## src/hw/rtl/sfr_pkg.sv

```systemverilog
package sfr_pkg;

  // Default table depths
  localparam int MAX_PATTERN_DEF     = 32;
  localparam int MAX_REPLACEMENT_DEF = 32;

  // Register file layout
  localparam int CFG_INDEX_W = 2;
  localparam int CFG_DATA_W  = 12;
  localparam int LEN_W       = 6;
  localparam int COUNT_W     = 12;

  localparam logic [CFG_INDEX_W-1:0] CFG_PATTERN_LENGTH     = 2'd0;
  localparam logic [CFG_INDEX_W-1:0] CFG_REPLACEMENT_LENGTH = 2'd1;
  localparam logic [CFG_INDEX_W-1:0] CFG_OUTPUT_LIMIT       = 2'd2;

  localparam logic [LEN_W-1:0]   PATTERN_LENGTH_RST     = 6'd1;
  localparam logic [LEN_W-1:0]   REPLACEMENT_LENGTH_RST = 6'd0;
  localparam logic [COUNT_W-1:0] OUTPUT_LIMIT_RST       = 12'd1023;

  // Request kinds
  typedef enum logic [1:0] {
    REQ_LOAD_PATTERN = 2'd0,
    REQ_LOAD_REPLACE = 2'd1,
    REQ_NAME_BYTE    = 2'd2,
    REQ_END_OF_NAME  = 2'd3
  } sfr_req_kind_t;

  typedef struct packed {
    logic [1:0] req_type;
    logic [4:0] table_index;
    logic [7:0] data_byte;
  } sfr_req_t;

  typedef struct packed {
    logic [7:0] out_byte;
    logic       byte_valid;
    logic       last;
    logic       aborted;
  } sfr_resp_t;

  // Per-cell control from the sequencer
  typedef struct packed {
    logic shift;
    logic win_we;
    logic pat_we;
    logic active;
  } sfr_cell_ctrl_t;

  typedef enum logic [2:0] {
    S_IDLE,
    S_DECIDE,
    S_REPL,
    S_DROP,
    S_FLUSH
  } sfr_state_t;

endpackage

```

## src/hw/rtl/sfr_cell.sv

```systemverilog
module sfr_cell (
  input  logic                   clk,
  input  sfr_pkg::sfr_cell_ctrl_t ctrl,
  input  logic [7:0]             new_byte,
  input  logic [7:0]             next_byte,
  output logic [7:0]             win_byte,
  output logic                   eq
);
  import sfr_pkg::*;

  logic [7:0] pat_byte;

  // Hold one window byte and one pattern byte; shift toward the front
  always_ff @(posedge clk) begin
    if (ctrl.win_we) begin
      win_byte <= new_byte;
    end else if (ctrl.shift) begin
      win_byte <= next_byte;
    end
    if (ctrl.pat_we) begin
      pat_byte <= new_byte;
    end
  end

  // Cells past the pattern length always agree
  assign eq = !ctrl.active || (win_byte == pat_byte);

endmodule

```

## src/hw/rtl/stream_find_and_replace.sv

```systemverilog
// Channel   Direction  Handshake                Payload
// req       in         req_valid / req_ready    sfr_req_t  (type, index, byte)
// resp      out        resp_valid / resp_ready  sfr_resp_t (byte, valid, last, aborted)
// cfg       in         cfg_we                   cfg_index, cfg_data
//
// A name byte enters the window row; once the window holds a full pattern the sequencer
// decides: a match emits the replacement bytes and then shifts the matched bytes out of
// the row, a miss emits the oldest byte, and output over the limit aborts the name.
// End of name emits the leftover window bytes as far as the limit allows, then the
// final item.
// Reset (rst, synchronous) clears the sequencer, counters and registers; tables hold.
// A stalled resp holds the sequencer in any state that emits.
module stream_find_and_replace #(
  parameter int MAX_PATTERN     = sfr_pkg::MAX_PATTERN_DEF,
  parameter int MAX_REPLACEMENT = sfr_pkg::MAX_REPLACEMENT_DEF
) (
  input  logic                             clk,
  input  logic                             rst,
  input  logic                             req_valid,
  output logic                             req_ready,
  input  sfr_pkg::sfr_req_t                req,
  output logic                             resp_valid,
  input  logic                             resp_ready,
  output sfr_pkg::sfr_resp_t               resp,
  input  logic                             cfg_we,
  input  logic [sfr_pkg::CFG_INDEX_W-1:0]  cfg_index,
  input  logic [sfr_pkg::CFG_DATA_W-1:0]   cfg_data
);
  import sfr_pkg::*;

  localparam int PW  = $clog2(MAX_PATTERN + 1);
  localparam int RLW = $clog2(MAX_REPLACEMENT + 1);
  localparam int RIW = (MAX_REPLACEMENT > 1) ? $clog2(MAX_REPLACEMENT) : 1;

  sfr_state_t state, state_next;

  logic [LEN_W-1:0]   plen_r, rlen_r;
  logic [COUNT_W-1:0] limit_r;

  logic [PW-1:0]      fill, fill_next;
  logic [COUNT_W-1:0] count, count_next;
  logic               discarding, discarding_next;
  logic [RLW-1:0]     rep_idx, rep_idx_next;
  logic [PW-1:0]      drop_cnt, drop_cnt_next;

  logic [7:0] rep_tab [MAX_REPLACEMENT];

  logic [PW-1:0]  plen_eff;
  logic [RLW-1:0] rlen_eff;

  logic           shift, ins_we, load_pat, load_rep;
  logic           emit;
  sfr_resp_t      item;
  logic           out_free;
  logic           match;
  logic [12:0]    addlen;
  logic           over;

  sfr_cell_ctrl_t ctrl [MAX_PATTERN];
  logic [7:0]     win  [MAX_PATTERN];
  logic [MAX_PATTERN-1:0] eq;

  // Clamp the lengths to what the row and table hold; a zero pattern length counts as one
  always_comb begin
    if (plen_r == '0) begin
      plen_eff = PW'(1);
    end else if (32'(plen_r) > MAX_PATTERN) begin
      plen_eff = PW'(MAX_PATTERN);
    end else begin
      plen_eff = PW'(plen_r);
    end
    if (32'(rlen_r) > MAX_REPLACEMENT) begin
      rlen_eff = RLW'(MAX_REPLACEMENT);
    end else begin
      rlen_eff = RLW'(rlen_r);
    end
  end

  // Configuration registers
  always_ff @(posedge clk) begin
    if (rst) begin
      plen_r  <= PATTERN_LENGTH_RST;
      rlen_r  <= REPLACEMENT_LENGTH_RST;
      limit_r <= OUTPUT_LIMIT_RST;
    end else if (cfg_we) begin
      case (cfg_index)
        CFG_PATTERN_LENGTH:     plen_r  <= cfg_data[LEN_W-1:0];
        CFG_REPLACEMENT_LENGTH: rlen_r  <= cfg_data[LEN_W-1:0];
        CFG_OUTPUT_LIMIT:       limit_r <= cfg_data[COUNT_W-1:0];
        default: ;
      endcase
    end
  end

  // Row of window cells
  genvar gi;
  generate
    for (gi = 0; gi < MAX_PATTERN; gi++) begin : g_cell
      logic [7:0] nb;
      if (gi == MAX_PATTERN - 1) begin : g_tail
        assign nb = 8'h00;
      end else begin : g_link
        assign nb = win[gi+1];
      end
      assign ctrl[gi].shift  = shift;
      assign ctrl[gi].win_we = ins_we && (32'(fill) == gi);
      assign ctrl[gi].pat_we = load_pat && (32'(req.table_index) == gi);
      assign ctrl[gi].active = gi < 32'(plen_eff);
      sfr_cell u_cell (
        .clk       (clk),
        .ctrl      (ctrl[gi]),
        .new_byte  (req.data_byte),
        .next_byte (nb),
        .win_byte  (win[gi]),
        .eq        (eq[gi])
      );
    end
  endgenerate

  assign match    = &eq;
  assign addlen   = match ? 13'(rlen_eff) : 13'd1;
  assign over     = (13'(count) + addlen) > 13'(limit_r);
  assign out_free = !resp_valid || resp_ready;
  assign req_ready = (state == S_IDLE);

  // Replacement table
  always_ff @(posedge clk) begin
    if (load_rep) begin
      rep_tab[RIW'(req.table_index)] <= req.data_byte;
    end
  end

  // Sequencer: next state and per-cycle actions
  always_comb begin
    state_next      = state;
    fill_next       = fill;
    count_next      = count;
    discarding_next = discarding;
    rep_idx_next    = rep_idx;
    drop_cnt_next   = drop_cnt;
    shift           = 1'b0;
    ins_we          = 1'b0;
    load_pat        = 1'b0;
    load_rep        = 1'b0;
    emit            = 1'b0;
    item            = '0;
    case (state)
      S_IDLE: begin
        if (req_valid) begin
          case (req.req_type)
            REQ_LOAD_PATTERN: load_pat = 1'b1;
            REQ_LOAD_REPLACE: load_rep = 32'(req.table_index) < MAX_REPLACEMENT;
            REQ_NAME_BYTE: begin
              if (!discarding) begin
                if (32'(fill) < MAX_PATTERN) begin
                  ins_we    = 1'b1;
                  fill_next = fill + PW'(1);
                end
                if (fill_next >= plen_eff) begin
                  state_next = S_DECIDE;
                end
              end
            end
            default: state_next = S_FLUSH;
          endcase
        end
      end
      S_DECIDE: begin
        if (out_free) begin
          if (over) begin
            emit            = 1'b1;
            item.aborted    = 1'b1;
            discarding_next = 1'b1;
            fill_next       = '0;
            state_next      = S_IDLE;
          end else if (match) begin
            count_next    = count + COUNT_W'(addlen);
            rep_idx_next  = '0;
            drop_cnt_next = plen_eff;
            state_next    = (rlen_eff != '0) ? S_REPL : S_DROP;
          end else begin
            emit            = 1'b1;
            item.out_byte   = win[0];
            item.byte_valid = 1'b1;
            shift           = 1'b1;
            fill_next       = fill - PW'(1);
            count_next      = count + COUNT_W'(1);
            state_next      = S_IDLE;
          end
        end
      end
      S_REPL: begin
        // The table byte itself is picked up by the output register
        if (out_free) begin
          emit            = 1'b1;
          item.byte_valid = 1'b1;
          rep_idx_next    = rep_idx + RLW'(1);
          if (rep_idx_next == rlen_eff) begin
            state_next = S_DROP;
          end
        end
      end
      S_DROP: begin
        // Drop the matched bytes from the front, one per cycle
        shift         = 1'b1;
        fill_next     = fill - PW'(1);
        drop_cnt_next = drop_cnt - PW'(1);
        if (drop_cnt == PW'(1) || fill == PW'(1)) begin
          state_next = S_IDLE;
        end
      end
      S_FLUSH: begin
        if (out_free) begin
          emit = 1'b1;
          if (fill != '0 && (13'(count) + 13'd1) <= 13'(limit_r)) begin
            item.out_byte   = win[0];
            item.byte_valid = 1'b1;
            shift           = 1'b1;
            fill_next       = fill - PW'(1);
            count_next      = count + COUNT_W'(1);
          end else begin
            item.last       = 1'b1;
            item.aborted    = discarding || (fill != '0);
            fill_next       = '0;
            count_next      = '0;
            discarding_next = 1'b0;
            state_next      = S_IDLE;
          end
        end
      end
      default: state_next = S_IDLE;
    endcase
  end

  // Sequencer state and name counters
  always_ff @(posedge clk) begin
    if (rst) begin
      state      <= S_IDLE;
      fill       <= '0;
      count      <= '0;
      discarding <= 1'b0;
      rep_idx    <= '0;
      drop_cnt   <= '0;
    end else begin
      state      <= state_next;
      fill       <= fill_next;
      count      <= count_next;
      discarding <= discarding_next;
      rep_idx    <= rep_idx_next;
      drop_cnt   <= drop_cnt_next;
    end
  end

  // Output register: load on emit, drop when taken
  always_ff @(posedge clk) begin
    if (rst) begin
      resp_valid <= 1'b0;
    end else if (emit) begin
      resp_valid <= 1'b1;
    end else if (resp_ready) begin
      resp_valid <= 1'b0;
    end
  end

  // Load the result; replacement bytes come straight from the table
  always_ff @(posedge clk) begin
    if (emit) begin
      resp.out_byte   <= (state == S_REPL) ? rep_tab[rep_idx[RIW-1:0]] : item.out_byte;
      resp.byte_valid <= item.byte_valid;
      resp.last       <= item.last;
      resp.aborted    <= item.aborted;
    end
  end

endmodule

```

## config.mk

```make
export PLATFORM = sky130hd
export DESIGN_NAME = stream_find_and_replace
export DESIGN_NICKNAME = d
export VERILOG_FILES = /design/src/hw/rtl/sfr_pkg.sv /design/src/hw/rtl/sfr_cell.sv /design/src/hw/rtl/stream_find_and_replace.sv
export SDC_FILE = /design/constraint.sdc
export NUM_CORES = 1
export LEC_CHECK = 0
export ABC_AREA = 1
export BUFFER_PORTS_ARGS = -buffer_cell sky130_fd_sc_hd__buf_4
export CORE_MARGIN = 2
export CORE_UTILIZATION = 35
export DETAILED_ROUTE_END_ITERATION = 7
export GPL_TIMING_DRIVEN = 0
export PLACE_DENSITY = 0.47
export SLEW_MARGIN = 20
export SYNTH_ARGS = -nofsm -noshare
export SYNTH_HDL_FRONTEND = slang
export SYNTH_HIERARCHICAL = 1
export SYNTH_SLANG_ARGS = --single-unit
```

## constraint.sdc

```tcl
create_clock -name clk -period 14.9 [get_ports clk]
set_clock_uncertainty 0.2 [all_clocks]
set_input_delay 2.98 -clock clk [delete_from_list [all_inputs] [get_ports clk]]
set_output_delay 2.98 -clock clk [all_outputs]
set_load 0.03 [all_outputs]
```

==> results of run 1 <==
-- registers in the layout, summed over array words and instances (netlist names), named ones only --
name and flops:
drop_cnt 6, rlen_r 6, discarding 1, resp_valid 1, g_cell.u_cell/pat_byte 256, rep_idx 6
rep_tab 256, g_cell.u_cell/win_byte 256, resp 11, plen_r 6, fill 6, state 3
limit_r 12, count 12
-- per-stage QoR --
| stage | std cells | power, mW | hold WS (ps) | area, um^2 | setup slack (ps) |
|---|---|---|---|---|---|
| 6_report | 5868 | 5.61 | 264 | 45100 | 6770 |
| 5_1_grt | 5868 | 5.83 | 287 | 45100 | 6030 |
| 4_1_cts | 5868 | 5.67 | 266 | 45100 | 6640 |
| 3_5_place_dp | 5688 | 3.29 | 258 | 41900 | 6730 |
| 3_3_place_gp | 5685 | 3.28 | 251 | 41800 | 5850 |
| 2_1_floorplan | 4140 | 3.08 | 239 | 39600 | 9020 |
-- critical path, delay by kind of cell, from the launching register on --
family	cells	cell delay [ps]
xor gates and xnor gates	1	110
adders and majority gates	3	950
and+or+nand+nor	21	4230
buffers and inverters	6	1230
DFF	1	300
AOI/OAI and AO/OA	3	680
-- layer usage --
metal / part of all wire, % / routed length, um / vias to the layer above / GRT usage [%]
li1: - / - / 13900 / -
met2: 45 / 50400 / 747 / 30.5
met4: 3.1 / 3480 / 2 / 6.68
met3: 6.5 / 7350 / 181 / 3.73
met5: 0.0098 / 11 / - / 0
met1: 46 / 51200 / 13200 / 26.3
-- kinds of logic (layout without fill, tap and decap cells) --
logic type,Yosys count,count (layout),share of synthesized area [%]
xor+xnor,157,157,3.48
buf+inv,540,768,5.34
fa+ha+maj,45,45,1.44
compound gates,370,370,5.50
flops,843,843,62.4
simple gates,2176,2176,21.8
other cells,2,9,0.0190
-- final cells by class --
cell class | instances | area share (%)
Timing Repair Buffer | 48 | 0.982
Clock inverter | 56 | 1.39
Sequential cell | 843 | 54.7
Buffer | 110 | 1.10
Inverter | 430 | 3.58
Multi-Input combinational cell | 2757 | 28.5
Clock buffer | 124 | 5.63
Tap cell | 1500 | 4.16
-- synthesized netlist by cell type, types with 2 or more instances --
| cell type | instances |
|---|---|
| nand2_1 | 1579 |
| edfxtp_1 | 779 |
| inv_1 | 384 |
| nor2_1 | 373 |
| o21ai_0 | 198 |
| xnor2_1 | 133 |
| nand3_1 | 105 |
| dfxtp_1 | 64 |
| a21oi_1 | 62 |
| clkbuf_1 | 62 |
| o221ai_1 | 54 |
| ha_1 | 44 |
| buf_2 | 43 |
| inv_2 | 43 |
| or2_1 | 32 |
| nand4_1 | 25 |
| nor3_1 | 25 |
| xor2_1 | 24 |
| a31oi_1 | 15 |
| o211ai_1 | 14 |
| o22ai_1 | 12 |
| nor2_2 | 9 |
| nand2_2 | 6 |
| nor4_1 | 5 |
| o21ai_1 | 4 |
| buf_6 | 3 |
| clkinv_1 | 3 |
| nor3_2 | 3 |
| o21bai_1 | 3 |
| a21oi_4 | 2 |
| and2_1 | 2 |
| and3_1 | 2 |
| buf_4 | 2 |
| conb_1 | 2 |
| nand3_2 | 2 |
| nor2_4 | 2 |
-- power by group --
| group | switching, mW | total [mW] | internal [mW] |
|---|---|---|---|
| Combinational | 0.374 | 0.531 | 0.157 |
| Sequential | 0.0540 | 2.71 | 2.66 |
| Clock | 1.01 | 2.37 | 1.36 |
| Total | 1.44 | 5.61 | 4.17 |
-- worst max-delay path by stage --
stage	slack [ps]	startpoint	cells after the start	to
floorplan	9020	plen_r[5]	33	g_cell[0].u_cell/win_byte[0]
global placement	5850	plen_r[5]	33	g_cell[31].u_cell/win_byte[1]
detailed placement	6730	plen_r[5]	34	g_cell[30].u_cell/win_byte[0]
CTS	6640	plen_r[5]	34	g_cell[30].u_cell/win_byte[4]
global route	6030	plen_r[5]	34	g_cell[13].u_cell/win_byte[6]
finish	6770	plen_r[5]	34	g_cell[5].u_cell/win_byte[1]
==> key figures, run 1 <==
Placement
  • Port Buffers: 45
  • Placer Congestion: 0.908
  • HPWL reported at the end of detailed placement: 76000 um

Detailed routing
  • WL/cell: 19.2 um
  • Via count: 28.0k
  • DRC viols: 0
  • Via density per instance: 4.77
  • Drt first-iter violations: 2406
  • TritonRoute pass-1 iters: 7
  • Post-route ant nets: 0
  • WL final: 112000 um

Worst setup path
  • Required time worst endpoint: 15010 ps
  • Kind of critical path: reg -> reg
  • Reg2reg setup slack: 6770 ps
  • Worst-case reg-to-reg path depth: 34
  • Element type at the critical path end: flip-flop
  • Critical Path Slowest Stage Cell: nor2_1
  • Crit-path max FO: 19
  • Startpoint types: flip-flop
  • CP most frequent cell: nand2_1
  • Reg2reg end: g_cell[5].u_cell/win_byte[1]
  • Max incr delay on CP: 490 ps
  • R2R Path Start: plen_r[5]
  • Worst EP arrival: 8250 ps

Clock network
  • CTS Buffer Depth: 3
  • TritonCTS buffer count: 96
  • CTS Hold Bufs: 0
  • Setup Fix Bufs, Post-CTS: 0
  • CTS tree: yes
  • Sink Count: 843
  • H-tree levels: 3
  • CTS Root Cell: clkbuf_16
  • Clk_lat worst skew: 710 ps
  • Post-CTS resize count: 0
  • Clock-pin transition on the worst setup and hold timing paths: 60 ps

Min path
  • Hold_sp: drop_cnt[3]
  • Min-Delay Path Depth: 2
  • Hold EP: drop_cnt[3]
  • Hold Path Class: reg -> reg

Die
  • Die ar.: 116000 um^2
  • Core area: 112000 um^2
  • Initial Utilization: 35.2%
  • I/O pins: 47
  • Die height: 340 um
  • Standard-cell rows: 123
  • Die W: 340 um

Power and ir drop
  • Leakage: 18.1 nW
  • Maximum VDD drop: 90.8 uV
  • Pwr Density: 124 nW/um^2

Synth
  • Gate count of the mapped netlist: 4133
  • Post-synth EDFFs: 779
  • Synth Register Bits: 843
  • Share of the synthesized area in the top cell type: 59.2%
  • Synth top area cells: edfxtp_1 (59%), nand2_1 (15%), inv_1 (3.6%)
  • Synth cell types: 49
  • Async set-or-reset flop fraction in the synthesized netlist: 0%
  • Ys flop type: edfxtp_1
  • Sequential-to-total area share from yosys stat: 62.4%
  • Avg Cell Area, Syn: 9.57 um^2
  • Yosys warns: 6
  • Mapped cell area: 39500 um^2
  • Area leader, netlist: edfxtp_1

Finish
  • Final nets: 4365
  • Fin util: 40.2%
  • Area growth syn-to-layout: 14.1%
  • Diodes inserted: 0
  • Commonest non-fill, non-tap cells in the layout: nand2_1 (1578), edfxtp_1 (779), inv_1 (384)
  • Register Area: 24700 um^2
  • Share of cells above drive strength 1: 7.55%
  • Fill count: 11.2k
  • Commonest non-fill, non-tap cell in the layout: nand2_1
  • Multi-input logic area: 12800 um^2

Global route
  • Vias in the first global route: 26.8k
  • Global route overflow: 0
  • Initial antenna violation count: 4
  • Largest net degree at the start of global routing: 97
  • Total track usage: 19.2%
  • Global-route wire length before repair: 167000 um

STA
  • Setup-failing EPs final: 0
  • Worst-Margin Slew: 1140 ps
  • Max Slew Vio Count: 0
  • Final hold vios: 0
  • Post-route setup TNS: 0 ps
  • FMAX: 0.123 GHz
  • Final min period: 8130 ps
  • Slew headroom: 23.8%
  • Period utilization: 54.6%
  • RSZ-0062 raised after global routing: no

Status
  • Outcome: completed

Job
  • Max cap viols: 0
No activity file was read; power rests on OpenSTA's default activity.
==> inputs of run 2 (changes only) <==
ABC_AREA = 0   (was 1)
PLACE_DENSITY = 0.49   (was 0.47)
clock period = 7.2 ns   (was 14.9 ns; I/O delays follow)
==> run 2 against run 1 <==
Sequential power is 150% higher. Cell area down 2.5%. Global-route usage fell by 2.2 points. Maximum frequency up 18%. Synthesized cell count decreased by 42%. Sequential cell count unchanged. Wire length down 15%. Clock-buffer cell count decreased by 13. Utilization grew 0.25 points. Sequential share of layout area increased by 1.4 points. Highest routed layer unchanged. Critical path depth fell by 9. Critical endpoint is now g_cell[6].u_cell/win_byte[2].
==> key figures, run 2 <==
STA
  • Max Slew Vio Count: 0 (unchanged)
  • Final min period: 6910 ps (-1220 ps)
  • RSZ-0062 raised after global routing: no
  • Final hold vios: 0 (unchanged)
  • Worst-Margin Slew: 1030 ps (-105 ps)
  • Slew headroom: 31.1% (+7.3 points)
  • Setup-failing EPs final: 0 (unchanged)
  • Period utilization: 96.0% (+41 points)
  • FMAX: 0.145 GHz (+18%)

Worst setup path
  • Worst EP arrival: 7070 ps (-1180 ps)
  • Worst-case reg-to-reg path depth: 25 (-26%)
  • Kind of critical path: reg -> reg
  • Reg2reg end: g_cell[6].u_cell/win_byte[2]
  • Worst setup startpoint: plen_r[2]
  • Crit-path max FO: 10 (-9)
  • Startpoint types: flip-flop
  • Element type at the critical path end: flip-flop
  • Required time worst endpoint: 7360 ps (-7650 ps)
  • R2R Path Start: plen_r[2]
  • Reg2reg setup slack: 290 ps (-6480 ps)

Synth
  • Simple-gate area share of the yosys netlist: 6.73% (-15 points)
  • Gate count of the mapped netlist: 2390 (-42%)
  • Synth cell count leaders: edfxtp_1 (779), xnor2_1 (276), mux2_4 (256), nor2_1 (153), nand2_1 (88)
  • Synth top area cells: edfxtp_1 (61%), mux2_4 (10%), xnor2_1 (6.3%)
  • Avg Cell Area, Syn: 16.1 um^2 (+68%)
  • Sequential-to-total area share from yosys stat: 64.2% (+1.8 points)
  • Mapped cell area: 38400 um^2 (-2.8%)
  • Area leader, netlist: edfxtp_1
  • Async set-or-reset flop fraction in the synthesized netlist: 0% (unchanged)
  • Synth Register Bits: 843 (unchanged)
  • Ys flop type: edfxtp_1
  • Multiplexer share of the synthesized area: 15.3% (+15 points)
  • Share of the synthesized area in the top cell type: 60.9% (+1.7 points)
  • Post-synth EDFFs: 779 (unchanged)
  • Synth cell types: 82 (+67%)
  • Yosys warns: 6 (unchanged)
  • Synth Area in Compound Gates: 3.72% (-1.8 points)
  • Largest family of logic cells by synthesized area: multiplexers
  • Most instantiated library cell after synthesis: edfxtp_1
  • Post-Synth XOR/XNOR Area: 6.56% (+3.1 points)
  • Adder-Cell Fraction of Synth Area: 1.48% (+0.042 points)

Die
  • Die ar.: 112000 um^2 (-2.8%)
  • I/O pins: 47 (unchanged)
  • Die height: 335 um (-1.4%)
  • Die W: 335 um (-1.4%)
  • Standard-cell rows: 121 (-1.6%)
  • Initial Utilization: 35.3% (+0.10 points)
  • Core area: 109000 um^2 (-3.1%)

Clock network
  • CTS Buffer Depth: 3 (unchanged)
  • CTS Hold Bufs: 0 (unchanged)
  • Sink Count: 843 (unchanged)
  • CTS Root Cell: clkbuf_16
  • TritonCTS buffer count: 92 (-4.2%)
  • Clock-pin transition on the worst setup and hold timing paths: 60 ps (about the same)
  • Clk_lat worst skew: 680 ps (-30 ps)
  • H-tree levels: 3 (unchanged)
  • CTS tree: yes

Finish
  • Largest regs: g_cell.u_cell/pat_byte (256), g_cell.u_cell/win_byte (256), rep_tab (256)
  • Share of cells above drive strength 1: 25.4% (+18 points)
  • Area growth syn-to-layout: 14.4%
  • Fin util: 40.4% (+0.25 points)
  • Commonest non-fill, non-tap cell in the layout: edfxtp_1
  • Final nets: 2630 (-40%)
  • Commonest non-fill, non-tap cells in the layout: edfxtp_1 (779), xnor2_1 (276), mux2_4 (256)

Min path
  • Hold EP: limit_r[10]
  • Hold Path Class: reg -> reg
  • Hold_sp: limit_r[10]
  • Min-Delay Path Depth: 2 (unchanged)

Power and ir drop
  • Maximum VDD drop: 196 uV (+120%)
  • Leakage: 14.5 nW (-20%)
  • Pwr Density: 329 nW/um^2 (+160%)
  • Share of power burned in registers: 46.9% (-1.5 points)
  • Switching power: 4.05 mW (+180%)
  • Comb power frac: 21.0% (+12 points)
  • Pint: 10.4 mW (+150%)
  • Sw Ratio: 28.0% (+2.4 points)
  • Clock power frac: 32.2% (-10 points)
  • Power, Total: 14.4 mW (+160%)

Global route
  • Met3 track demand over resource: 2.60% (-1.1 points)
  • Global routing usage on met2: 27.5% (-3.0 points)
  • Most Crowded Layer GR: met2
  • Total track usage: 17.0% (-2.2 points)
  • Largest net degree at the start of global routing: 97 (unchanged)
  • Initial antenna violation count: 5 (+1)
  • Vias in the first global route: 21.3k (-21%)
  • Global-route wire length before repair: 142000 um (-15%)
  • Global route overflow: 0 (unchanged)
  • Met1 Use GR: 24.1% (-2.2 points)

Detailed routing
  • WL final: 96000 um (-15%)
  • Post-route ant nets: 0 (unchanged)
  • DRC viols: 0 (unchanged)
  • Drt first-iter violations: 1496 (-38%)
  • Via density per instance: 5.13 (+7.6%)
  • Via count: 20.7k (-26%)
  • TritonRoute pass-1 iters: 7 (unchanged)
  • WL/cell: 23.7 um (+24%)

Job
  • Max cap viols: 0 (unchanged)

Placement
  • Port Buffers: 46 (+2.2%)
  • HPWL reported at the end of detailed placement: 62700 um (-18%)
  • Placer Congestion: 0.838 (-7.7%)

Status
  • Outcome: completed
-- run 2: worst max-delay path by stage --
stage / end / slack (ps) / cells past startpoint
after global placement: g_cell[31].u_cell/win_byte[5] / -3550 / 25
after floorplan: g_cell[0].u_cell/win_byte[0] / 900 / 25
after CTS: g_cell[9].u_cell/win_byte[3] / 10 / 29
after global routing: g_cell[8].u_cell/win_byte[7] / 10 / 27
final: g_cell[6].u_cell/win_byte[2] / 290 / 25
after detailed placement: g_cell[31].u_cell/win_byte[2] / -2430 / 25
-- run 2: area by class of cell --
cell class	instances	area, um^2
multi-input cells	1423	13200
diodes	2	5.00
flip-flops and latches	843	24700
plain buffers	93	636
clock buffers	111	2390
well taps	1414	1770
inverters	34	128
clock inverters	57	593
repair buffers	64	548
fillers	9842	64900
-- run 2: worst max-delay path, cell delays in order (launching register included) --
cell and delay (ps):
dfxtp_2 360, clkbuf_1 270, a21oi_1 270, o21ai_1 210, o21ai_1 180, nand4_1 420, nor4_4 390, nand2_2 180
a21o_1 190, ha_1 200, fa_1 440, a211oi_2 260, o21bai_1 130, a21oi_2 280, xnor2_1 220, ha_1 320
a211o_1 270, a21oi_1 130, o21ai_0 130, o21ai_2 300, and2_4 220, nand3_1 150, a21oi_4 260, nand2b_4 180
buf_4 210, or2_4 220
-- run 2: kinds of logic after synthesis --
group	count (synthesis)
flip-flops	843
AND/OR/NAND/NOR	504
multiplexers	358
XOR/XNOR	286
AO/OA/AOI/OAI	220
buffers and inverters	132
adder cells (fa/ha/maj)	45
other	2
-- run 2: metal layers --
metal  part of all wire [%]  up-vias
met2                     47      448
met4                    1.9        6
met3                    4.1      126
li1                       -     9474
met5                  0.043        -
met1                     46    10700
-- run 2: repair_timing --
action | in CTS | in global routing
resized for setup | 61 | 17
gates cloned | 1 | 0
setup endpoints to repair | 316 | 282
pin swaps | 5 | 7
setup buffers | 8 | 10
-- run 2: power by group through the flow --
stage                     Clock [mW]  Sequential, mW  Combinational (mW)
after floorplan                    0            6.75                2.00
after global placement             0            6.88                2.75
after detailed placement           0            6.87                2.81
after CTS                       4.75            6.78                3.04
after global routing            4.94            6.84                3.27
final                           4.65            6.77                3.03
-- run 2: stage by stage --
stage	instance area, um^2	std cells	setup TNS [ps]	hold WS (ps)	worst slack (ps)
2_1_floorplan	38500	2397	0	236	902
3_3_place_gp	40600	3857	-970940	250	-3550
3_5_place_dp	40600	3857	-681130	257	-2430
4_1_cts	43900	4032	0	265	14.8
5_1_grt	44000	4039	0	289	13.2
6_report	44000	4041	0	264	287
